--- src/design/rpc_pkg.sv ---
// rpc_pkg: shared constants, arctangent table and control struct for the
// rectangular/polar converter. No dependencies.
package rpc_pkg;

  // guard bits below the operand lsb in the cordic data path
  localparam int unsigned GUARD_BITS = 16;
  // angle path width: 32-bit binary angle plus headroom for the residual
  localparam int unsigned ZW = 34;
  localparam int unsigned ANG_W = 32;

  // converged cordic gain, q30
  localparam int unsigned GAIN_W = 30;
  localparam logic [GAIN_W-1:0] GAIN_K = 30'd652032874;
  // split of the gain product into high and low partial products
  localparam int unsigned GAIN_LO_BITS = 20;
  localparam int unsigned GAIN_RND_BIT = 25;
  localparam int unsigned GAIN_SHIFT = 26;

  // half a turn in binary angle units
  localparam logic [ANG_W-1:0] HALF_TURN = 32'h8000_0000;

  // atan(2^-i) in units of 2^-32 turn
  localparam logic [0:31][ANG_W-1:0] ATAN_TABLE = {
    32'h20000000, 32'h12E4051E, 32'h09FB385B, 32'h051111D4,
    32'h028B0D43, 32'h0145D7E1, 32'h00A2F61E, 32'h00517C55,
    32'h0028BE53, 32'h00145F2F, 32'h000A2F98, 32'h000517CC,
    32'h00028BE6, 32'h000145F3, 32'h0000A2FA, 32'h0000517D,
    32'h000028BE, 32'h0000145F, 32'h00000A30, 32'h00000518,
    32'h0000028C, 32'h00000146, 32'h000000A3, 32'h00000051,
    32'h00000029, 32'h00000014, 32'h0000000A, 32'h00000005,
    32'h00000003, 32'h00000001, 32'h00000001, 32'h00000000
  };

  // conversion direction
  typedef enum logic {
    CMD_TO_POLAR = 1'b0,
    CMD_TO_RECT  = 1'b1
  } cmd_e;

  // control travelling alongside each vector
  typedef struct packed {
    cmd_e cmd;
    logic zero;  // zero vector, angle forced to 0
  } ctrl_t;

endpackage

--- src/design/rpc_prep.sv ---
// rpc_prep: input set-up stage, scales the operands and folds the vector or
// angle into the right half plane. Depends on rpc_pkg.
module rpc_prep #(
  parameter int unsigned DATA_WIDTH = 16
) (
  input  logic                                    clk_i,
  input  logic                                    rst_ni,
  input  logic                                    valid_i,
  output logic                                    ready_o,
  input  rpc_pkg::cmd_e                           cmd_i,
  input  logic signed [DATA_WIDTH-1:0]            a_i,
  input  logic signed [DATA_WIDTH-1:0]            b_i,
  output logic                                    valid_o,
  input  logic                                    ready_i,
  output rpc_pkg::ctrl_t                          ctrl_o,
  output logic signed [DATA_WIDTH+rpc_pkg::GUARD_BITS+2:0] x_o,
  output logic signed [DATA_WIDTH+rpc_pkg::GUARD_BITS+2:0] y_o,
  output logic signed [rpc_pkg::ZW-1:0]           z_o
);

  localparam int unsigned W = DATA_WIDTH + rpc_pkg::GUARD_BITS + 3;

  logic                      valid_q;
  rpc_pkg::ctrl_t            ctrl_d, ctrl_q;
  logic signed [W-1:0]       x_d, y_d, x_q, y_q;
  logic signed [rpc_pkg::ZW-1:0] z_d, z_q;

  logic signed [DATA_WIDTH:0] a_ext, b_ext, a_neg, b_neg, xa, yb;
  logic [rpc_pkg::ANG_W-1:0] z_ang, z_fold;
  logic                      flip;

  assign ready_o = !valid_q || ready_i;

  always_comb begin
    a_ext = {a_i[DATA_WIDTH-1], a_i};
    b_ext = {b_i[DATA_WIDTH-1], b_i};
    a_neg = -a_ext;
    b_neg = -b_ext;
    // binary angle moved to the top of a 32-bit turn
    z_ang = rpc_pkg::ANG_W'({{(rpc_pkg::ANG_W-DATA_WIDTH){1'b0}}, b_i})
            << (rpc_pkg::ANG_W - DATA_WIDTH);
    flip   = z_ang[rpc_pkg::ANG_W-1] ^ z_ang[rpc_pkg::ANG_W-2];
    z_fold = flip ? (z_ang ^ rpc_pkg::HALF_TURN) : z_ang;

    ctrl_d.cmd  = cmd_i;
    ctrl_d.zero = 1'b0;
    z_d = '0;
    case (cmd_i)
      rpc_pkg::CMD_TO_POLAR: begin
        ctrl_d.zero = (a_i == '0) && (b_i == '0);
        xa = a_i[DATA_WIDTH-1] ? a_neg : a_ext;
        yb = a_i[DATA_WIDTH-1] ? b_neg : b_ext;
        if (a_i[DATA_WIDTH-1]) begin
          z_d = rpc_pkg::ZW'(rpc_pkg::HALF_TURN);
        end
      end
      rpc_pkg::CMD_TO_RECT: begin
        xa  = flip ? a_neg : a_ext;
        yb  = '0;
        z_d = {{(rpc_pkg::ZW-rpc_pkg::ANG_W){z_fold[rpc_pkg::ANG_W-1]}}, z_fold};
      end
      default: begin
        xa = '0;
        yb = '0;
      end
    endcase
    x_d = {{(W-DATA_WIDTH-1-rpc_pkg::GUARD_BITS){xa[DATA_WIDTH]}}, xa,
           {rpc_pkg::GUARD_BITS{1'b0}}};
    y_d = {{(W-DATA_WIDTH-1-rpc_pkg::GUARD_BITS){yb[DATA_WIDTH]}}, yb,
           {rpc_pkg::GUARD_BITS{1'b0}}};
  end

  always_ff @(posedge clk_i or negedge rst_ni) begin
    if (!rst_ni) begin
      valid_q <= 1'b0;
    end else if (ready_o) begin
      valid_q <= valid_i;
    end
  end

  always_ff @(posedge clk_i) begin
    if (ready_o && valid_i) begin
      ctrl_q <= ctrl_d;
      x_q    <= x_d;
      y_q    <= y_d;
      z_q    <= z_d;
    end
  end

  assign valid_o = valid_q;
  assign ctrl_o  = ctrl_q;
  assign x_o     = x_q;
  assign y_o     = y_q;
  assign z_o     = z_q;

endmodule

--- config.mk ---
export PLATFORM = sky130hd
export DESIGN_NAME = rpc_prep
export DESIGN_NICKNAME = d
export VERILOG_FILES = /design/src/design/rpc_pkg.sv /design/src/design/rpc_prep.sv
export SDC_FILE = /design/constraint.sdc
export NUM_CORES = 1
export LEC_CHECK = 0
export ABC_AREA = 1
export BUFFER_PORTS_ARGS = -buffer_cell sky130_fd_sc_hd__buf_2
export CAP_MARGIN = 5
export CELL_PAD_IN_SITES_DETAIL_PLACEMENT = 1
export CELL_PAD_IN_SITES_GLOBAL_PLACEMENT = 2
export CORE_ASPECT_RATIO = 1.25
export CORE_UTILIZATION = 27
export CTS_CLUSTER_DIAMETER = 100
export CTS_CLUSTER_SIZE = 10
export DETAILED_ROUTE_END_ITERATION = 16
export PLACE_DENSITY_LB_ADDON = 0.1
export SYNTH_ARGS = -nofsm -noshare
export SYNTH_HDL_FRONTEND = slang
export SYNTH_SLANG_ARGS = --single-unit
--- constraint.sdc ---
create_clock -name clk_i -period 3.8 [get_ports clk_i]
set_input_delay 0.76 -clock clk_i [delete_from_list [all_inputs] [get_ports clk_i]]
set_output_delay 0.76 -clock clk_i [all_outputs]
set_load 0.1 [all_outputs]
## Yosys cells after proc, flatten, opt, wreduce, memory -nomap -nowiden

Cells that the tools add are included.

| operators by class | value |
|---|---|
| add/sub/neg operators | 2 |
| mux-type cells | 8 |
| bitwise operators | 3 |
| reduce and logical (&&, ||, !) cells | 6 |

Operators by type and width:

| kind | number |
|---|---|
| $pmux W17 S2 | 2 |
| $pmux W34 S2 | 1 |
| $mux W32 | 2 |
| $mux W17 | 3 |
| $neg A16 Y17 | 2 |
| $logic_not A16 Y1 | 2 |
| $logic_and A1 B1 Y1 | 2 |
| $not A1 Y1 | 2 |
| $logic_not A1 Y1 | 1 |
| $logic_or A1 B1 Y1 | 1 |
| $xor A1 B1 Y1 | 1 |

| storage, ports and cells | value |
|---|---|
| register bits | 71 |
| input port bits | 37 |
| output and inout port bits | 108 |
| logic and storage cells | 25 |

## Logic depth before layout (Yosys ltp)

| depth | value |
|---|---|
| depth after elaboration | 3 |
| depth in mapped cells | 9 |
| mapped depth without buffers | 9 |

## Least setup slack after synthesis

No wires, ideal clock.

| timing path | value |
|---|---|
| kind | reg-to-reg |
| start | register valid_q (netlist: valid_o) |
| end | register ctrl_q, in the netlist ctrl_o[0] (enable) |
| setup time | 0.481 ns |
| arrival time | 3.510 ns |
| required time | 3.319 ns |
| setup slack | -0.191 ns |
| cell stages (with the launch flop) | 2 |
| path buffers | 0 |
| clock period less this slack | 3.991 ns |
| cell sequence | dfrtp_1 a21oi_1 |

| between the ends | value |
|---|---|
| cells in the longest elaborated chain, start to end | 3 |

RTL lines:

| what | line | RTL |
|---|---|---|
| start, declared | rpc_prep.sv:23 | `logic valid_q;` |
| start signal, assigned | rpc_prep.sv:77 | `valid_q <= valid_i;` |
| $logic_not A1 Y1 | rpc_prep.sv:32 | `assign ready_o = !valid_q \|\| ready_i;` |
| $logic_or A1 B1 Y1 | rpc_prep.sv:32 |  |
| $logic_and A1 B1 Y1 | rpc_prep.sv:82 | `if (ready_o && valid_i) begin` |
| end signal, assigned | rpc_prep.sv:83 | `ctrl_q <= ctrl_d;` |
| end, declared | rpc_prep.sv:24 | `rpc_pkg::ctrl_t ctrl_d, ctrl_q;` |

No other way between the ends.
A chain may end at the register's enable or synchronous reset.

## Final worst setup path

| timing path | value |
|---|---|
| start | input port ready_i |
| end | output port ready_o |

| between the ends | value |
|---|---|
| cells in the longest elaborated chain, start to end | 1 |

RTL lines:

| what | line | RTL |
|---|---|---|
| start, declared | rpc_prep.sv:14 | `input logic ready_i,` |
| $logic_or A1 B1 Y1 | rpc_prep.sv:32 |  |
| end, declared | rpc_prep.sv:9 | `output logic ready_o,` |

No other way between the ends.

==> results by group <==
Outcome
  – Status: finished clean

Route
  – Avg WL per Cell: 12.57 um
  – DRC: 0
  – DRT Wirelength: 7.730 mm
  – Vias per cell: 3.997
  – First-pass DRT Iterations: 4
  – Iteration-0 DRC count of the detailed router: 39
  – Vias: 2458
  – Final ANT Viol Nets: 0

Placed design
  – Detailed placer's ending HPWL: 6.045 mm
  – Placer Congestion: 0.7225
  – Buffers added on ports: 96
  – Placed cell areas: 0.003741 sq mm
  – Post-Place Cells: 607

Pwr
  – Worst vdd ir: 0.0001819 V
  – P_leak: 1.898 nW
  – Total power: 0.001969 W
  – P per Cell Area: 504.3 mW/mm^2

Clocking
  – Post-CTS sizing: 0
  – Number of setup buffers added after CTS: 0
  – Hold_buf cts: 0
  – Clock Root Buffer: clkbuf_16
  – Clock transition at path regs: 70 ps
  – Clock Tree Buf Depth: 2
  – # clock sinks: 54
  – Clock Latency Late Sink: 290 ps
  – H-tree depth: 2
  – CTS tree: built
  – TritonCTS Buffers: 5

Die
  – Die area: 0.01273 sq mm
  – Num ports: 145
  – Rows: 44
  – Die width: 101.1 um
  – Die Y: 125.9 um
  – Core area: 0.01178 sq mm
  – Initial Util: 0.2814

Layout
  – Nets: 495
  – FF+latch area: 0.001617 sq mm
  – Multi-input combinational cell area: 0.001240 sq mm
  – Fin area: 0.003904 sq mm
  – Filler-free cell count of the finished design: 615
  – Most frequent cells in the layout: 96 x buf_2, 62 x nand2_1, 53 x edfxtp_1
  – Diodes inserted: 0
  – Most common cell after layout, fill and taps aside: buf_2
  – P&R area growth vs syn: 17.74%
  – # fillers: 1467
  – Layout cells sized above 1: 0.2952

Yosys
  – Flops & latches, synth: 54
  – Synth cell types: 33
  – Number of flops mapped to enable cells by yosys: 53
  – Total number of yosys warnings: 0
  – Synthesized instance count: 361
  – Top FF cell, synth: edfxtp_1
  – Syn_area_per_cell: 9.185 sq um
  – Asr flop ratio synth: 0.01852
  – Post-synthesis sequential area ratio: 0.4875
  – Syn Std Cell Area: 0.003316 sq mm

Timing
  – Fin. max-slew vios: 0
  – Worst hold margin: 230.0 ps
  – Post-route clock period utilization: 0.5675
  – Relative slew slack: 0.4702
  – Final Critical Period: 2157 ps
  – RSZ-0062 raised after global routing: false
  – Hold Fails Final Rpt: 0
  – Max Fclk: 463.7 MHz
  – Fin Clk Skew: 4.021 ps
  – Final setup fails: 0
  – Measured slew at the worst slew-check pin: 792.9 ps
  – Post-route setup TNS: 0 ps

Worst setup path
  – Crit. End Element: output port
  – Critical path class: in -> out
  – Critical path peak fanout: 2
  – CP required: 3040 ps
  – Worst EP arrival: 1400 ps
  – Crit path launch type: input port

Run
  – Max_cap viols: 0

Min path
  – Hold crit path type: in -> async

Global routing
  – Largest net degree at the start of global routing: 27
  – Remaining Overflow, GRT: 0
  – GRT Overall Usage: 0.1227
  – Initial antenna violation count: 0
  – Number of global-route vias before repair: 2444
  – First-pass GRT wire length: 12.08 mm
## Yosys cell counts (4+ instances only)
master / n / share of area
buf_6: 4 / 0.014
nor2_1: 34 / 0.038
nor2_4: 4 / 0.014
inv_1: 49 / 0.055
edfxtp_1: 53 / 0.48
nand3_1: 21 / 0.032
o21ai_0: 6 / 0.0091
nand2_2: 8 / 0.015
ha_1: 5 / 0.019
xor2_1: 7 / 0.018
nand2_1: 62 / 0.070
buf_4: 54 / 0.12
nor2_2: 6 / 0.011
nor3_1: 4 / 0.0060
a21oi_1: 16 / 0.024
## power by group
part           internal [W]  switching [W]
clock              0.000312       0.000208
combinational     0.0000848       0.000646
sequential         0.000707      0.0000112
total               0.00110       0.000865
## per-stage QoR
step           setup slack [ps]    util
2_1_floorplan             988.2       -
3_3_place_gp               1497  0.3175
3_5_place_dp               1427  0.3175
4_1_cts                    1637  0.3314
5_1_grt                    1604  0.3314
6_report                   1643  0.3314
## registers in the layout, indices dropped and copies added, names as in the netlist
signal and count:
ctrl_o 2, y_o 17, x_o 17, z_o 17, valid_o 1
## path summary, 6_finish.rpt
kind	from	to	slack [ps]	depth (start not counted)
min in group clk_i	valid_o$_DFFE_PN0N_	valid_o$_DFFE_PN0N_	580	2
max reg2reg	valid_o$_DFFE_PN0N_	y_o[32]$_SDFFCE_PP0P_	2010	2
min	rst_ni	valid_o$_DFFE_PN0N_	230	1
max in group asynchronous	rst_ni	valid_o$_DFFE_PN0N_	3490	1
min reg2reg	valid_o$_DFFE_PN0N_	valid_o$_DFFE_PN0N_	580	2
max	ready_i	ready_o	1640	4
## critical path, cell delays in order
cell and delay [ps]:
buf_2 80, inv_1 60, nand2_1 70, buf_2 420
## metal layers
layer  up-vias  track usage  routed length, um
met2        73       0.2289               4050
met4         0      0.03069                 82
met5         -            0                  0
met3         6      0.02553                378
met1      1143       0.1396               3219
li1       1236            -                  -
## cell families after synthesis
group,Yosys count,synth area share
simple gates,150,0.2185
xor+xnor,9,0.02377
fa+ha+maj,5,0.01887
buf+inv,110,0.1951
flops,54,0.4875
other cells,1,0.001131
compound gates,32,0.05510
## layout make-up
cell class,instances,share of cell area
timing repair buffer,98,0.1269
sequential,54,0.4141
clock buffer,7,0.03397
multi-input combinational,244,0.3176
inverter,50,0.04808
clock inverter,1,0.007692
tap,161,0.05160
No activity file was read; power rests on OpenSTA's default activity.
