`config.mk`:
```
export PLATFORM = sky130hd
export DESIGN_NAME = rpc_cordic_cell
export DESIGN_NICKNAME = d
export VERILOG_FILES = /design/src/design/rpc_pkg.sv /design/src/design/rpc_cordic_cell.sv
export SDC_FILE = /design/constraint.sdc
export NUM_CORES = 1
export LEC_CHECK = 0
export ABC_AREA = 1
export BUFFER_PORTS_ARGS = -buffer_cell sky130_fd_sc_hd__buf_2
export CAP_MARGIN = 25
export CORE_ASPECT_RATIO = 1.1
export CORE_MARGIN = 4
export CORE_UTILIZATION = 52
export CTS_BUF_LIST = sky130_fd_sc_hd__clkbuf_16
export DETAILED_ROUTE_END_ITERATION = 7
export GPL_ROUTABILITY_DRIVEN = 0
export PLACE_DENSITY = 0.75
export SYNTH_ARGS = -nofsm -noshare
export SYNTH_HDL_FRONTEND = slang
export SYNTH_SLANG_ARGS = --single-unit
```
`constraint.sdc`:
```
create_clock -name clk_i -period 5.7 [get_ports clk_i]
set_input_delay 1.14 -clock clk_i [delete_from_list [all_inputs] [get_ports clk_i]]
set_output_delay 1.14 -clock clk_i [all_outputs]
set_load 0.005 [all_outputs]
```
`src/design/rpc_pkg.sv`:
```
// rpc_pkg: shared constants, arctangent table and control struct for the
// rectangular/polar converter. No dependencies.
package rpc_pkg;

  // guard bits below the operand lsb in the cordic data path
  localparam int unsigned GUARD_BITS = 16;
  // angle path width: 32-bit binary angle plus headroom for the residual
  localparam int unsigned ZW = 34;
  localparam int unsigned ANG_W = 32;

  // converged cordic gain, q30
  localparam int unsigned GAIN_W = 30;
  localparam logic [GAIN_W-1:0] GAIN_K = 30'd652032874;
  // split of the gain product into high and low partial products
  localparam int unsigned GAIN_LO_BITS = 20;
  localparam int unsigned GAIN_RND_BIT = 25;
  localparam int unsigned GAIN_SHIFT = 26;

  // half a turn in binary angle units
  localparam logic [ANG_W-1:0] HALF_TURN = 32'h8000_0000;

  // atan(2^-i) in units of 2^-32 turn
  localparam logic [0:31][ANG_W-1:0] ATAN_TABLE = {
    32'h20000000, 32'h12E4051E, 32'h09FB385B, 32'h051111D4,
    32'h028B0D43, 32'h0145D7E1, 32'h00A2F61E, 32'h00517C55,
    32'h0028BE53, 32'h00145F2F, 32'h000A2F98, 32'h000517CC,
    32'h00028BE6, 32'h000145F3, 32'h0000A2FA, 32'h0000517D,
    32'h000028BE, 32'h0000145F, 32'h00000A30, 32'h00000518,
    32'h0000028C, 32'h00000146, 32'h000000A3, 32'h00000051,
    32'h00000029, 32'h00000014, 32'h0000000A, 32'h00000005,
    32'h00000003, 32'h00000001, 32'h00000001, 32'h00000000
  };

  // conversion direction
  typedef enum logic {
    CMD_TO_POLAR = 1'b0,
    CMD_TO_RECT  = 1'b1
  } cmd_e;

  // control travelling alongside each vector
  typedef struct packed {
    cmd_e cmd;
    logic zero;  // zero vector, angle forced to 0
  } ctrl_t;

endpackage

```
`src/design/rpc_cordic_cell.sv`:
```
// rpc_cordic_cell: one cordic micro-rotation with its pipeline register.
// Depends on rpc_pkg.
module rpc_cordic_cell #(
  parameter int unsigned DATA_WIDTH = 16,
  parameter int unsigned STAGE      = 0
) (
  input  logic                                    clk_i,
  input  logic                                    rst_ni,
  input  logic                                    valid_i,
  output logic                                    ready_o,
  input  rpc_pkg::ctrl_t                          ctrl_i,
  input  logic signed [DATA_WIDTH+rpc_pkg::GUARD_BITS+2:0] x_i,
  input  logic signed [DATA_WIDTH+rpc_pkg::GUARD_BITS+2:0] y_i,
  input  logic signed [rpc_pkg::ZW-1:0]           z_i,
  output logic                                    valid_o,
  input  logic                                    ready_i,
  output rpc_pkg::ctrl_t                          ctrl_o,
  output logic signed [DATA_WIDTH+rpc_pkg::GUARD_BITS+2:0] x_o,
  output logic signed [DATA_WIDTH+rpc_pkg::GUARD_BITS+2:0] y_o,
  output logic signed [rpc_pkg::ZW-1:0]           z_o
);

  localparam int unsigned W = DATA_WIDTH + rpc_pkg::GUARD_BITS + 3;
  localparam logic signed [rpc_pkg::ZW-1:0] ATAN_STEP =
    rpc_pkg::ZW'(rpc_pkg::ATAN_TABLE[STAGE]);

  logic                          valid_q;
  rpc_pkg::ctrl_t                ctrl_q;
  logic signed [W-1:0]           x_d, y_d, x_q, y_q, x_sh, y_sh;
  logic signed [rpc_pkg::ZW-1:0] z_d, z_q;
  logic                          ccw;

  assign ready_o = !valid_q || ready_i;

  always_comb begin
    x_sh = x_i >>> STAGE;
    y_sh = y_i >>> STAGE;
    // to polar drives y to zero, to rect drives the residual angle to zero
    ccw = (ctrl_i.cmd == rpc_pkg::CMD_TO_RECT) ? !z_i[rpc_pkg::ZW-1] : y_i[W-1];
    if (ccw) begin
      x_d = x_i - y_sh;
      y_d = y_i + x_sh;
      z_d = z_i - ATAN_STEP;
    end else begin
      x_d = x_i + y_sh;
      y_d = y_i - x_sh;
      z_d = z_i + ATAN_STEP;
    end
  end

  always_ff @(posedge clk_i or negedge rst_ni) begin
    if (!rst_ni) begin
      valid_q <= 1'b0;
    end else if (ready_o) begin
      valid_q <= valid_i;
    end
  end

  always_ff @(posedge clk_i) begin
    if (ready_o && valid_i) begin
      ctrl_q <= ctrl_i;
      x_q    <= x_d;
      y_q    <= y_d;
      z_q    <= z_d;
    end
  end

  assign valid_o = valid_q;
  assign ctrl_o  = ctrl_q;
  assign x_o     = x_q;
  assign y_o     = y_q;
  assign z_o     = z_q;

endmodule

```
* After elaboration in Yosys (flattened, before gate mapping) *
Cells that the tools add are included.

word-level totals
  register bits = 107
  latch bits = 0
  RAM bits = 0
  bits in read-only memories = 0
  input bits = 110
  output and inout bits = 108
  word-level logic and storage cells = 19
  memories = 0

cells by class
  $add $sub $neg = 5
  $mul = 0
  divide/modulo/power cells = 0
  $lt $le $gt $ge = 0
  eq/ne operators = 0
  shift-type cells = 0
  muxes and demuxes = 4
  bitwise logic cells = 0
  reduce and logical (&&, ||, !) cells = 4

operators with widths
  cell                                                 number
  2-to-1 mux 35 bit                                    2
  subtractor 35 bit                                    2
  adder 35 bit                                         1
  adder 34 x 31 -> 34 bit, second input constant       1
  2-to-1 mux 34 bit                                    1
  subtractor 34 x 31 -> 34 bit, second input constant  1
  logical NOT 1 bit                                    2
  logical AND 1 bit                                    1
  logical OR 1 bit                                     1
  2-to-1 mux 1 bit                                     1

* Depth between registers and ports, before layout *
  word-level depth = 3
  gate-level depth with buffers = 18
  depth with buffers taken out = 17

* Worst setup path after synthesis *
Ideal clock, no wire load.

  path kind = input to register
  start = input valid_i
  end = register ctrl_q (netlist bit ctrl_o[0]), enable pin
  library setup time = 603 ps
  arrival time = 6,247 ps
  required time = 5,097 ps
  path slack = -1,150 ps
  stages = 2
  buffers on the path = 0
  path through = inv_1 a21oi_1

between the ends
  cells in the longest elaborated chain, start to end = 1

ends and longest elaborated chain
  item                    line                   source
  start: declaration      rpc_cordic_cell.sv:9   input logic valid_i,
  logical AND 1 bit       rpc_cordic_cell.sv:60  if (ready_o && valid_i) begin
  end signal: assignment  rpc_cordic_cell.sv:61  ctrl_q <= ctrl_i;
  end: declaration        rpc_cordic_cell.sv:28  rpc_pkg::ctrl_t ctrl_q;

Every way passes these cells.
A chain may end at the register's enable or synchronous reset.

* Worst setup path after layout *
  start = input x_i[0] (netlist name)
  end = register x_q[32], in the netlist x_o[32] (data pin)

between the ends
  cells in the longest elaborated chain, start to end = 2
  elaborated cells between the ends (all ways) = 3
  classes of those cells = add/sub (2); mux (1)

ends and longest elaborated chain
  item                                                      line                                          source
  start: declaration                                        rpc_cordic_cell.sv:12                         input logic signed [DATA_WIDTH+rpc_pkg::GUARD_BITS+2:0] x_i,
  adder 35 bit / subtractor 35 bit (equally long branches)  rpc_cordic_cell.sv:45, rpc_cordic_cell.sv:41
  2-to-1 mux 35 bit *                                       rpc_cordic_cell.sv:40                         if (ccw) begin
  net x_d[32]                                               rpc_cordic_cell.sv:29                         logic signed [W-1:0] x_d, y_d, x_q, y_q, x_sh, y_sh;
  end signal: assignment                                    rpc_cordic_cell.sv:62                         x_q <= x_d;
  end: declaration                                          rpc_cordic_cell.sv:29

The timed path passes the listed nets; every way through them passes the cells marked *.

==> impl_metrics.py <==
metrics = {
    "critical_path": {
        "reg2reg_to": "x_o[11]",
        "path_cells": "buf_2, inv_1, ha_1, fa_1, o21ai_1, nand2_1, nand2_1, nand2_1, nand2_1, nand2_1, nand2_1, nand2_1, nand3_1, nand2_1",
        "cp-start-kind": "input port",
        "crit_family": "adder cells",
        "crit_required_ns": 5.83,
        "worstPathMaxFanout": 5,
        "crit_arrival_ns": 3.57,
        "rr_worst_depth": 2,
        "max_stage_delay_ns": 0.59,
        "path_buf_inv": 2,
        "r2r-start": "valid_o",
        "crit_path_end_kind": "flop",
        "r2r_slack_ns": 4.15,
        "crit_type": "in2reg",
        "path_common_cell": "nand2_1",
        "crit_slowest_cell": "fa_1",
    },
    "placement": {
        "dp_cells": 2048,
        "post-dp-hpwl_um": 29200,
        "portBuffers": 217,
    },
    "floorplanning": {
        "core-area_sq_um": 20700,
        "die_h_um": 161,
        "ios": 218,
        "die-area_sq_um": 23600,
        "start_util": 0.533,
        "die_w_um": 147,
        "rows": 55,
    },
    "grt": {
        "grtUsageMet1": 0.392,
        "grt_use_total": 0.294,
        "use_met2": 0.469,
        "antenna_found_initial": 0,
        "grt_max_degree": 60,
        "grt_util_met3": 0.0522,
        "grt_overflow": 0,
        "grt_pass1_vias": 10785,
        "top_usage_layer": "met2",
        "grt_pass1_wl_um": 55500,
    },
    "cts": {
        "numCtsBuffers": 9,
        "cts_setup_buffers": 0,
        "cts_tree": "done",
        "cts_resized": 0,
        "cts_buffer_depth": 2,
        "ctsHoldBuffers": 0,
        "clk_latency_ns": 0.37,
        "cts-root-buf": "clkbuf_16",
        "htree_levels": 3,
        "clk_pin_slew_ns": 0.09,
        "numClockSinks": 106,
    },
    "detailed_routing": {
        "dr.pass1.iters": 6,
        "vias": 11677,
        "wire_per_inst_um": 17.3,
        "drtIter0Drc": 1410,
        "drt_wl_total_um": 35800,
        "vias_per_cell": 5.65,
        "ant_nets": 0,
        "drc": 0,
    },
    "outcome": {
        "status": "complete, no violations",
    },
    "cells_and_area": {
        "drive_gt1_frac": 0.183,
        "finalNetCount": 1994,
        "n_fill_cell": 1972,
        "diodes": 0,
        "final_common_cell": "nand2_1",
        "stdcell_count": 2065,
        "final_cell_mix": "417 x nand2_1, 217 x buf_2, 210 x inv_1, 144 x a21oi_1, 138 x nand3_1",
        "syn_to_final_growth_pct": 13.4,
    },
    "hold_path": {
        "hold_path_class": "in2async",
    },
    "sta": {
        "maxSlewHeadroom": 0.375,
        "tns_ns": 0,
        "fin_worst_skew_ns": 0.0163,
        "worst_pin_slew_ns": 0.936,
        "fin_crit_ns": 3.43,
        "hold_violations": 0,
        "drv_slew": 0,
        "clock.fmax_mhz": 291,
        "rsz0062_at_grt": "no",
        "setup_violations": 0,
        "fin_crit_sh": 0.602,
    },
    "pwr": {
        "seqPwrFrac": 0.360,
        "finalPower_mw": 2.72,
        "p_per_area_nw_per_um2": 217,
        "irDropWorstVdd_uv": 144,
        "pwr-share-clk": 0.252,
        "power_switching_mw": 1.07,
        "power_frac_comb": 0.388,
        "p_leak_nw": 6.27,
        "switching_share": 0.392,
        "p_int_mw": 1.65,
    },
    "flow_run": {
        "cap_violations": 0,
    },
    "synth": {
        "syn_inst": 1590,
        "syn-num-nets": 1809,
        "postSynthAreaPerCell_sq_um": 6.94,
        "yosysSeqAreaShare": 0.288,
        "yosys_warnings": 0,
        "netlist_area_sq_um": 11000,
        "synth_cell_type_count": 48,
        "synth_seq_cells": 106,
    },
}
-- cell families after synthesis --
| family | after synthesis | synth area share |
|---|---|---|
| AND/OR/NAND/NOR | 778 | 0.307 |
| AO/OA/AOI/OAI | 291 | 0.144 |
| buffers and inverters | 273 | 0.108 |
| adder cells (fa/ha/maj) | 109 | 0.126 |
| flip-flops | 106 | 0.288 |
| XOR/XNOR | 31 | 0.0246 |
| multiplexers | 2 | 0.00181 |
-- routing by layer --
metal | share of wire | routed length (um)
met5 | 0 | 0
met3 | 0.11 | 3960
met4 | 0.047 | 1700
met2 | 0.44 | 15700
met1 | 0.40 | 14400
-- synthesized netlist by cell type (all sizes together) --
library cell / number / share of area
nand2: 441 / 0.16
buf: 39 / 0.028
nand3b: 2 / 0.0017
a22oi: 3 / 0.0020
a31oi: 5 / 0.0028
nand4: 8 / 0.0045
o211ai: 2 / 0.0018
nand3: 140 / 0.064
o21a: 2 / 0.0014
mux2i: 2 / 0.0018
nor4: 2 / 0.0025
fa: 4 / 0.0073
o21ai: 97 / 0.044
xnor2: 2 / 0.0016
inv: 226 / 0.077
a21o: 7 / 0.0048
dfrtp: 1 / 0.0023
nor3: 23 / 0.013
o21bai: 18 / 0.012
a21oi: 151 / 0.071
edfxtp: 105 / 0.29
or2: 4 / 0.0023
o22ai: 2 / 0.0011
clkbuf: 8 / 0.0027
xor2: 29 / 0.023
and2: 1 / 0.00057
ha: 105 / 0.12
nor2: 157 / 0.061
a21boi: 4 / 0.0027
-- power groups by stage --
stage | clock network (mW) | registers, mW | logic (mW)
floorplan | 0 | 1.01 | 0.681
global placement | 0 | 0.997 | 1.00
detailed placement | 0 | 0.997 | 1.02
CTS | 0.693 | 0.981 | 1.02
global route | 0.728 | 0.986 | 1.16
finish | 0.685 | 0.979 | 1.06
-- area by class of cell --
type | count | area [sq um] | area share
tap | 285 | 357 | 0.0285
multi-input combinational | 1211 | 6690 | 0.534
sequential | 106 | 3180 | 0.254
inverter | 226 | 851 | 0.0680
clock inverter | 7 | 87.6 | 0.00700
clock buffer | 9 | 225 | 0.0180
timing repair buffer | 221 | 1130 | 0.0902
-- stage by stage --
step / cell area (sq um) / utilization / hold slack (ns) / setup WS [ns]
finish: 12500 / 0.604 / 0.546 / 2.27
global route: 12500 / 0.604 / 0.528 / 2.20
CTS: 12500 / 0.603 / 0.530 / 2.38
detailed placement: 12200 / 0.588 / 0.561 / 1.98
global placement: 12200 / 0.588 / 0.559 / 2.06
floorplan: 11000 / - / 0.551 / 1.01
-- worst max path at each step --
stage	from	to	slack, ns	cells after the start
final	x_i[0]	x_o[32]	2.27	14
after global routing	x_i[0]	x_o[32]	2.20	14
after CTS	x_i[0]	x_o[32]	2.38	14
after detailed placement	x_i[0]	x_o[32]	1.98	14
after global placement	x_i[0]	x_o[32]	2.06	14
after floorplan	ready_i	ctrl_o[0]	1.01	2
-- registers in the layout (all words and copies together), names as in the netlist --
name and flops:
z_o 34, ctrl_o 2, x_o 34, valid_o 1, y_o 35
(Power assumes the default switching activity.)
