==> config.mk <==
export PLATFORM = sky130hd
export DESIGN_NAME = rpc_post
export DESIGN_NICKNAME = d
export VERILOG_FILES = /design/src/design/rpc_pkg.sv /design/src/design/rpc_post.sv
export SDC_FILE = /design/constraint.sdc
export NUM_CORES = 2
export LEC_CHECK = 0
export BUFFER_PORTS_ARGS = -buffer_cell sky130_fd_sc_hd__buf_2
export CAP_MARGIN = 20
export CORE_UTILIZATION = 60
export CTS_CLUSTER_DIAMETER = 150
export DETAILED_ROUTE_END_ITERATION = 16
export PLACE_DENSITY = 0.77
export SETUP_SLACK_MARGIN = 0.4
export SLEW_MARGIN = 10
export SYNTH_ARGS = -nofsm -noshare
export SYNTH_HDL_FRONTEND = slang
export SYNTH_SLANG_ARGS = --single-unit
export TNS_END_PERCENT = 5
==> constraint.sdc <==
create_clock -name clk_i -period 9.2 [get_ports clk_i]
set_input_delay 1.84 -clock clk_i [delete_from_list [all_inputs] [get_ports clk_i]]
set_output_delay 1.84 -clock clk_i [all_outputs]
set_load 0.005 [all_outputs]
==> src/design/rpc_pkg.sv <==
// rpc_pkg: shared constants, arctangent table and control struct for the
// rectangular/polar converter. No dependencies.
package rpc_pkg;

  // guard bits below the operand lsb in the cordic data path
  localparam int unsigned GUARD_BITS = 16;
  // angle path width: 32-bit binary angle plus headroom for the residual
  localparam int unsigned ZW = 34;
  localparam int unsigned ANG_W = 32;

  // converged cordic gain, q30
  localparam int unsigned GAIN_W = 30;
  localparam logic [GAIN_W-1:0] GAIN_K = 30'd652032874;
  // split of the gain product into high and low partial products
  localparam int unsigned GAIN_LO_BITS = 20;
  localparam int unsigned GAIN_RND_BIT = 25;
  localparam int unsigned GAIN_SHIFT = 26;

  // half a turn in binary angle units
  localparam logic [ANG_W-1:0] HALF_TURN = 32'h8000_0000;

  // atan(2^-i) in units of 2^-32 turn
  localparam logic [0:31][ANG_W-1:0] ATAN_TABLE = {
    32'h20000000, 32'h12E4051E, 32'h09FB385B, 32'h051111D4,
    32'h028B0D43, 32'h0145D7E1, 32'h00A2F61E, 32'h00517C55,
    32'h0028BE53, 32'h00145F2F, 32'h000A2F98, 32'h000517CC,
    32'h00028BE6, 32'h000145F3, 32'h0000A2FA, 32'h0000517D,
    32'h000028BE, 32'h0000145F, 32'h00000A30, 32'h00000518,
    32'h0000028C, 32'h00000146, 32'h000000A3, 32'h00000051,
    32'h00000029, 32'h00000014, 32'h0000000A, 32'h00000005,
    32'h00000003, 32'h00000001, 32'h00000001, 32'h00000000
  };

  // conversion direction
  typedef enum logic {
    CMD_TO_POLAR = 1'b0,
    CMD_TO_RECT  = 1'b1
  } cmd_e;

  // control travelling alongside each vector
  typedef struct packed {
    cmd_e cmd;
    logic zero;  // zero vector, angle forced to 0
  } ctrl_t;

endpackage

==> src/design/rpc_post.sv <==
// rpc_post: gain correction, angle rounding and saturation, four register
// stages with the last one as the output register. Depends on rpc_pkg.
module rpc_post #(
  parameter int unsigned DATA_WIDTH = 16
) (
  input  logic                                    clk_i,
  input  logic                                    rst_ni,
  input  logic                                    valid_i,
  output logic                                    ready_o,
  input  rpc_pkg::ctrl_t                          ctrl_i,
  input  logic signed [DATA_WIDTH+rpc_pkg::GUARD_BITS+2:0] x_i,
  input  logic signed [DATA_WIDTH+rpc_pkg::GUARD_BITS+2:0] y_i,
  input  logic signed [rpc_pkg::ZW-1:0]           z_i,
  output logic                                    valid_o,
  input  logic                                    ready_i,
  output logic signed [DATA_WIDTH:0]              first_o,
  output logic signed [DATA_WIDTH-1:0]            second_o
);

  localparam int unsigned W    = DATA_WIDTH + rpc_pkg::GUARD_BITS + 3;
  localparam int unsigned AW   = W - 1;
  localparam int unsigned LO   = rpc_pkg::GAIN_LO_BITS;
  localparam int unsigned KW   = rpc_pkg::GAIN_W;
  localparam int unsigned HI_W = AW - LO;
  localparam int unsigned SW   = HI_W + KW + 1;
  localparam int unsigned MW   = DATA_WIDTH + 3;
  localparam int unsigned NST  = 4;

  localparam logic [MW-1:0] MAX_MAG = MW'((64'd1 << DATA_WIDTH) - 64'd1);
  localparam logic [MW-1:0] MAX_XY  = MW'((64'd1 << (DATA_WIDTH - 1)) - 64'd1);
  localparam logic [SW-1:0] RND     = SW'(1) << rpc_pkg::GAIN_RND_BIT;

  logic [NST-1:0] v_q;
  logic [NST:0]   rdy;
  logic [NST-1:0] vin, ld;

  // sideband carried through stages 1 to 3
  rpc_pkg::cmd_e            cmd1_q, cmd2_q, cmd3_q;
  logic                     sx1_q, sy1_q, sx2_q, sy2_q, sx3_q, sy3_q;
  logic [DATA_WIDTH-1:0]    ang1_q, ang2_q, ang3_q;

  // stage 1: magnitudes and angle rounding
  logic [W-1:0]             nx, ny;
  logic [AW-1:0]            ax1_q, ay1_q;
  logic [rpc_pkg::ANG_W-1:0] acc;
  logic [DATA_WIDTH-1:0]    ang_rnd, ang_d;

  // stage 2: partial products
  logic [HI_W+KW-1:0]       hx2_q, hy2_q;
  logic [LO+KW-1:0]         plx, ply;
  logic [KW-1:0]            lx2_q, ly2_q;

  // stage 3: scaled magnitude
  logic [SW-1:0]            sumx, sumy;
  logic [MW-1:0]            mx3_q, my3_q;

  // stage 4: saturation
  logic [MW-1:0]            mcx, mcy, mmag;
  logic signed [DATA_WIDTH:0]   fx, first_d, first_q;
  logic signed [DATA_WIDTH-1:0] fy, second_d, second_q;

  assign rdy[NST] = ready_i;
  assign vin = {v_q[NST-2:0], valid_i};
  for (genvar k = 0; k < NST; k++) begin : g_hs
    assign rdy[k] = !v_q[k] || rdy[k+1];
    assign ld[k]  = rdy[k] && vin[k];
  end
  assign ready_o = rdy[0];

  always_ff @(posedge clk_i or negedge rst_ni) begin
    if (!rst_ni) begin
      v_q <= '0;
    end else begin
      for (int k = 0; k < NST; k++) begin
        if (rdy[k]) begin
          v_q[k] <= vin[k];
        end
      end
    end
  end

  assign acc = z_i[rpc_pkg::ANG_W-1:0];
  if (DATA_WIDTH >= rpc_pkg::ANG_W) begin : g_ang_full
    assign ang_rnd = acc;
  end else begin : g_ang_rnd
    logic [rpc_pkg::ANG_W-1:0] acc_r;
    assign acc_r   = acc + (rpc_pkg::ANG_W'(1) << (rpc_pkg::ANG_W - 1 - DATA_WIDTH));
    assign ang_rnd = acc_r[rpc_pkg::ANG_W-1 -: DATA_WIDTH];
  end

  always_comb begin
    nx    = -x_i;
    ny    = -y_i;
    ang_d = ctrl_i.zero ? '0 : ang_rnd;
  end

  assign plx  = (LO+KW)'(ax1_q[LO-1:0]) * (LO+KW)'(rpc_pkg::GAIN_K);
  assign ply  = (LO+KW)'(ay1_q[LO-1:0]) * (LO+KW)'(rpc_pkg::GAIN_K);
  assign sumx = SW'(hx2_q) + SW'(lx2_q) + RND;
  assign sumy = SW'(hy2_q) + SW'(ly2_q) + RND;

  always_comb begin
    mcx  = (mx3_q > MAX_XY) ? MAX_XY : mx3_q;
    mcy  = (my3_q > MAX_XY) ? MAX_XY : my3_q;
    mmag = (mx3_q > MAX_MAG) ? MAX_MAG : mx3_q;
    fx   = sx3_q ? -(DATA_WIDTH+1)'(mcx) : (DATA_WIDTH+1)'(mcx);
    fy   = sy3_q ? -DATA_WIDTH'(mcy) : DATA_WIDTH'(mcy);
    case (cmd3_q)
      rpc_pkg::CMD_TO_POLAR: begin
        first_d  = sx3_q ? '0 : (DATA_WIDTH+1)'(mmag);
        second_d = ang3_q;
      end
      rpc_pkg::CMD_TO_RECT: begin
        first_d  = fx;
        second_d = fy;
      end
      default: begin
        first_d  = '0;
        second_d = '0;
      end
    endcase
  end

  always_ff @(posedge clk_i) begin
    if (ld[0]) begin
      ax1_q  <= x_i[W-1] ? nx[AW-1:0] : x_i[AW-1:0];
      ay1_q  <= y_i[W-1] ? ny[AW-1:0] : y_i[AW-1:0];
      sx1_q  <= x_i[W-1];
      sy1_q  <= y_i[W-1];
      cmd1_q <= ctrl_i.cmd;
      ang1_q <= ang_d;
    end
    if (ld[1]) begin
      hx2_q  <= (HI_W+KW)'(ax1_q[AW-1:LO]) * (HI_W+KW)'(rpc_pkg::GAIN_K);
      hy2_q  <= (HI_W+KW)'(ay1_q[AW-1:LO]) * (HI_W+KW)'(rpc_pkg::GAIN_K);
      lx2_q  <= plx[LO+KW-1:LO];
      ly2_q  <= ply[LO+KW-1:LO];
      sx2_q  <= sx1_q;
      sy2_q  <= sy1_q;
      cmd2_q <= cmd1_q;
      ang2_q <= ang1_q;
    end
    if (ld[2]) begin
      mx3_q  <= sumx[SW-1:rpc_pkg::GAIN_SHIFT];
      my3_q  <= sumy[SW-1:rpc_pkg::GAIN_SHIFT];
      sx3_q  <= sx2_q;
      sy3_q  <= sy2_q;
      cmd3_q <= cmd2_q;
      ang3_q <= ang2_q;
    end
    if (ld[3]) begin
      first_q  <= first_d;
      second_q <= second_d;
    end
  end

  assign valid_o  = v_q[NST-1];
  assign first_o  = first_q;
  assign second_o = second_q;

endmodule

# == Word level (Yosys, flattened, before mapping) ==
# Cells that the tools add are included.
# totals
register_bits,346
input_bits,110
wordCells,65
# op_classes
n_addsub,9
multipliers,4
magnitude_cmp,3
muxes,10
bitwise,1
n_reduce_logical,12
# ops
op,n
$mul 20x29->49 const B,2
$add 44x30->45,2
$add 45x26->45 const B,2
$mul 14x29->43 const B,2
$mux 17,4
$mux 34,2
$neg 34->34,2
$gt 19x15->1 const B,2
$pmux 17 s2,1
$add 32x16->32 const B,1
$mux 16,2
$pmux 16 s2,1
$gt 19x16->1 const B,1
$neg 17->17,1
$neg 16->16,1
$logic_and 1x1->1,4
$logic_not 1->1,4
$logic_or 1x1->1,4
$not 1->1,1

# == Depth between registers and ports, before layout ==
# depth
word_depth,6
depth_mapped,25
mapped_depth_nobuf,25

# == Worst setup path before layout ==
# Ideal clock, no wire load.
# synth_timing
path_kind,reg-to-reg
start,register ay1_q[11]
end,"register ly2_q[24], data pin"
setup_time_ns,0.274
t_arrival_ns,6.489
required_time_ns,8.926
slack_ns,2.437
stages_incl_launch_ff,22
path_buffers,0
cell_sequence,edfxtp_1 > ha_1 > inv_1 > fa_1 > fa_1 > inv_1 > fa_1 > fa_1 > fa_1 > inv_1 > fa_1 > inv_1 > ha_1 > o21a_1 > o21ai_0 > or4b_1 > a21oi_1 > a21oi_1 > a21bo_2 > a2111oi_0 > o41ai_1 > xor2_1
# synth_between
elab_chain_len,1
# synth_rtl
item,line_no,rtl
from (decl),rpc_post.sv:44,"logic [AW-1:0] ax1_q, ay1_q;"
from (signal assigned),rpc_post.sv:127,ay1_q <= y_i[W-1] ? ny[AW-1:0] : y_i[AW-1:0];
$mul 20x29->49,rpc_post.sv:98,assign ply = (LO+KW)'(ay1_q[LO-1:0]) * (LO+KW)'(rpc_pkg::GAIN_K);
named net ply[44],rpc_post.sv:50,"logic [LO+KW-1:0] plx, ply;"
to (signal assigned),rpc_post.sv:137,ly2_q <= ply[LO+KW-1:LO];
to (decl),rpc_post.sv:51,"logic [KW-1:0] lx2_q, ly2_q;"
# The timed path passes the listed nets, and every way through them passes these cells.
# A chain may end at the register's enable or synchronous reset.

# == Worst setup path after layout ==
# Same ends and word-level chain as after synthesis.

==> impl_metrics.csv <==
group,metric,value,unit
setup_path,worstSetupStartpointType,"flip-flop",
sta,tightest_slew,0.935,ns
synthesis,synthCells,4551,
synthesis,synth.distinct_cells,77,
floorplan,die_w,289,um
floorplan,rows,105,
final_layout,area_delta_synth_final,6.56,%
setup_path,r2r_end,"ly2_q[24]",
synthesis,synth_fp_nets,6251,
synthesis,synth_edf_count,340,
global_route,grt.total_usage,0.271,
sta,maxSlewViolCount,0,
final_layout,nNetsFinal,6387,
setup_path,critical_path_required,9.49,ns
place,place_congestion,0.961,
setup_path,arrival,8.47,ns
clocking,cts_setup_buffers,0,
sta,fin_crit_sh,0.889,
floorplan,initial_core_util,0.605,
setup_path,ff2ff_path_depth,21,
global_route,antenna_found_initial,12,
sta,tns,0,ns
floorplan,io-pin-count,145,
setup_path,end_kind,"flip-flop",
synthesis,ys_async_sr_fraction,0.0116,
clocking,cts_resized,0,
sta,finalClockSkew,0.0297,ns
place,placed_area,0.0514,mm2
clocking,holdBufCountCts,0,
hold_path,holdPathStages,0,
detailed_routing,drt_wl_total,108,mm
floorplan,core-area,0.0818,mm2
hold_path,min_from,"ang1_q[11]",
synthesis,synth_area_leaders,"fa_1 (31%), ha_1 (21%), edfxtp_1 (21%), inv_1 (8.5%), xnor2_1 (2.8%)",
synthesis,ys_warn_count,0,
clocking,clk_path_buf_depth,3,
setup_path,critPathKind,"reg -> reg",
sta,rsz0062_at_grt,"false",
setup_path,crit_fanout,7,
final_layout,final_layout_size_suffix_gt1_frac,0.0501,
floorplan,die_area,0.0837,mm2
detailed_routing,viasPerCell,5.54,
detailed_routing,ant_nets,0,
clocking,cts_root_buf,"clkbuf_16",
synthesis,syn_area,0.0495,mm2
clocking,cts_tree,"built",
hold_path,hold_path_end,"ang2_q[11]",
synthesis,ys_ff_latch,344,
synthesis,synth_top_cell_by_area,"fa_1",
detailed_routing,firstDrtPassIters,5,
floorplan,die-height,289,um
synthesis,synth_ff_type,"edfxtp_1",
setup_path,rrSetupSlack,1.02,ns
global_route,grt_pass1_wl,176,mm
detailed_routing,num_vias,32100,
sta,setup_viol,0,
hold_path,hp-class,"reg -> reg",
global_route,grt_max_degree,75,
synthesis,synth_area_per_cell,10.9,um2
status,status,"finished clean",
flow_run,cap_viol_max_count,0,
sta,maxSlewHeadroom,0.360,
detailed_routing,drt_iter0_markers,1846,
clocking,ctsHtreeMaxLevel,2,
synthesis,yosys.area.top_type_share,0.308,
global_route,grt_pass1_vias,33800,
sta,final.min_clock_period,8.18,ns
final_layout,fin_area,0.0528,mm2
place,post-dp-hpwl,93.4,mm
detailed_routing,drc_errors,0,
clocking,clk_pin_slew,0.06,ns
setup_path,regToRegStartpoint,"ay1_q[11]",
clocking,numCtsBuffers,41,
global_route,grt-ovfl-total,0,
detailed_routing,drt-wirelength-per-cell,18.7,um
clocking,clk_latency,0.58,ns
synthesis,ys_seq_area_frac,0.208,
sta,final_hold_viol_count,0,
clocking,cts.sinks,344,
place,portBuffers,127,
sta,fmax,0.122,GHz
layout by cell type, fill, tap and decap left out, types with 11 or more instances in the layout:
cell type / n
buf_2: 127
nand3_1: 59
a211oi_1: 13
o21ai_0: 119
inv_1: 1123
nor3_1: 33
o211ai_1: 11
nand2_1: 111
o41ai_1: 12
and2_1: 11
a31oi_1: 15
or3_1: 17
nor2_1: 151
nand4_1: 40
and4_1: 11
a21o_1: 122
xor2_1: 93
a21oi_1: 175
edfxtp_1: 340
or2_2: 13
nor2b_1: 21
o31ai_1: 28
xnor2_1: 159
o21a_1: 26
nand2b_1: 31
o21bai_1: 22
fa_1: 762
clkbuf_16: 41
and3_1: 23
ha_1: 828
worst max-delay path: stages (launching register included):
cell and delay [ns]:
edfxtp_1 0.62, ha_1 0.42, inv_1 0.09, fa_1 0.59
fa_1 0.57, inv_1 0.06, fa_1 0.50, fa_1 0.54
fa_1 0.56, inv_1 0.06, fa_1 0.50, inv_1 0.04
ha_1 0.30, o21a_1 0.10, o21ai_0 0.59, or4b_1 0.50
a21oi_1 0.46, a21oi_1 0.34, a21bo_2 0.31, a2111oi_0 0.41
o41ai_1 0.16, xor2_1 0.16
cell families after synthesis:
kind of cell    Yosys count  synth area share
mux                       5           0.00114
buf+inv                1166            0.0884
xor+xnor                252            0.0446
compound gates          626            0.0821
flops                   344             0.208
fa+ha+maj              1590             0.517
simple gates            568            0.0586
metrics by stage:
step / utilization / hold WS (ns) / setup WS [ns] / instances
floorplan: - / 0.400 / 2.44 / 4551
global placement: 0.628 / 0.401 / 1.19 / 5714
detailed placement: 0.628 / 0.405 / 1.11 / 5714
CTS: 0.645 / 0.418 / 1.08 / 5784
global route: 0.645 / 0.421 / 0.827 / 5785
finish: 0.645 / 0.416 / 1.02 / 5786
final cells by class:
type / instances / area [um2]
inverters: 1123 / 4220
flip-flops and latches: 344 / 10300
clock inverters: 24 / 308
fillers: 6389 / 29100
well taps: 1070 / 1340
diodes: 2 / 5.00
multi-input cells: 3041 / 34900
clock buffers: 46 / 1040
repair buffers: 136 / 703
how the worst max path moves through the flow:
| stage | slack [ns] | start | depth (start not counted) | endpoint |
|---|---|---|---|---|
| after detailed placement | 1.11 | ay1_q[11] | 21 | ly2_q[24] |
| after global routing | 0.83 | ay1_q[14] | 21 | ly2_q[23] |
| after global placement | 1.19 | ay1_q[11] | 21 | ly2_q[22] |
| after CTS | 1.08 | ay1_q[11] | 21 | ly2_q[24] |
| after floorplan | 2.44 | ay1_q[11] | 21 | ly2_q[24] |
| final | 1.02 | ay1_q[11] | 21 | ly2_q[24] |
cell usage after synthesis (all sizes together) (5+ instances only):
master / count
xnor2: 159
o41ai: 12
nand3b: 5
a21o: 122
nor2b: 22
nand2b: 32
nand3: 59
fa: 762
nand2: 112
nand4: 40
a2111oi: 8
or4: 13
o31ai: 28
o22ai: 6
a21boi: 5
mux2: 5
xor2: 93
or3: 19
a41o: 5
o211ai: 11
a211oi: 13
and3: 23
inv: 1123
o21a: 26
a21oi: 175
ha: 828
a31oi: 15
o311ai: 6
or2: 13
edfxtp: 340
nor4: 10
nor3: 33
and4: 11
o21ai: 122
and2: 14
o21bai: 22
nor2: 151
clkbuf: 41
routing by layer:
metal / routed length, um / global-route usage / vias up
li1: - / - / 15200
met1: 46700 / 0.367 / 16000
met2: 53000 / 0.460 / 747
met3: 6270 / 0.0469 / 146
met4: 2010 / 0.0532 / 20
met5: 127 / 0 / -
flip-flops by register name, summed over array words and instances (netlist names), 19 cells and up:
| name | cells |
|---|---|
| ly2_q | 29 |
| ay1_q | 34 |
| hx2_q | 43 |
| hy2_q | 43 |
| lx2_q | 29 |
| mx3_q | 19 |
| ax1_q | 34 |
| my3_q | 19 |
Power is left out: the tool's default activity adds up to more than one toggle a clock period on the data nets, which glitch-free logic cannot reach.
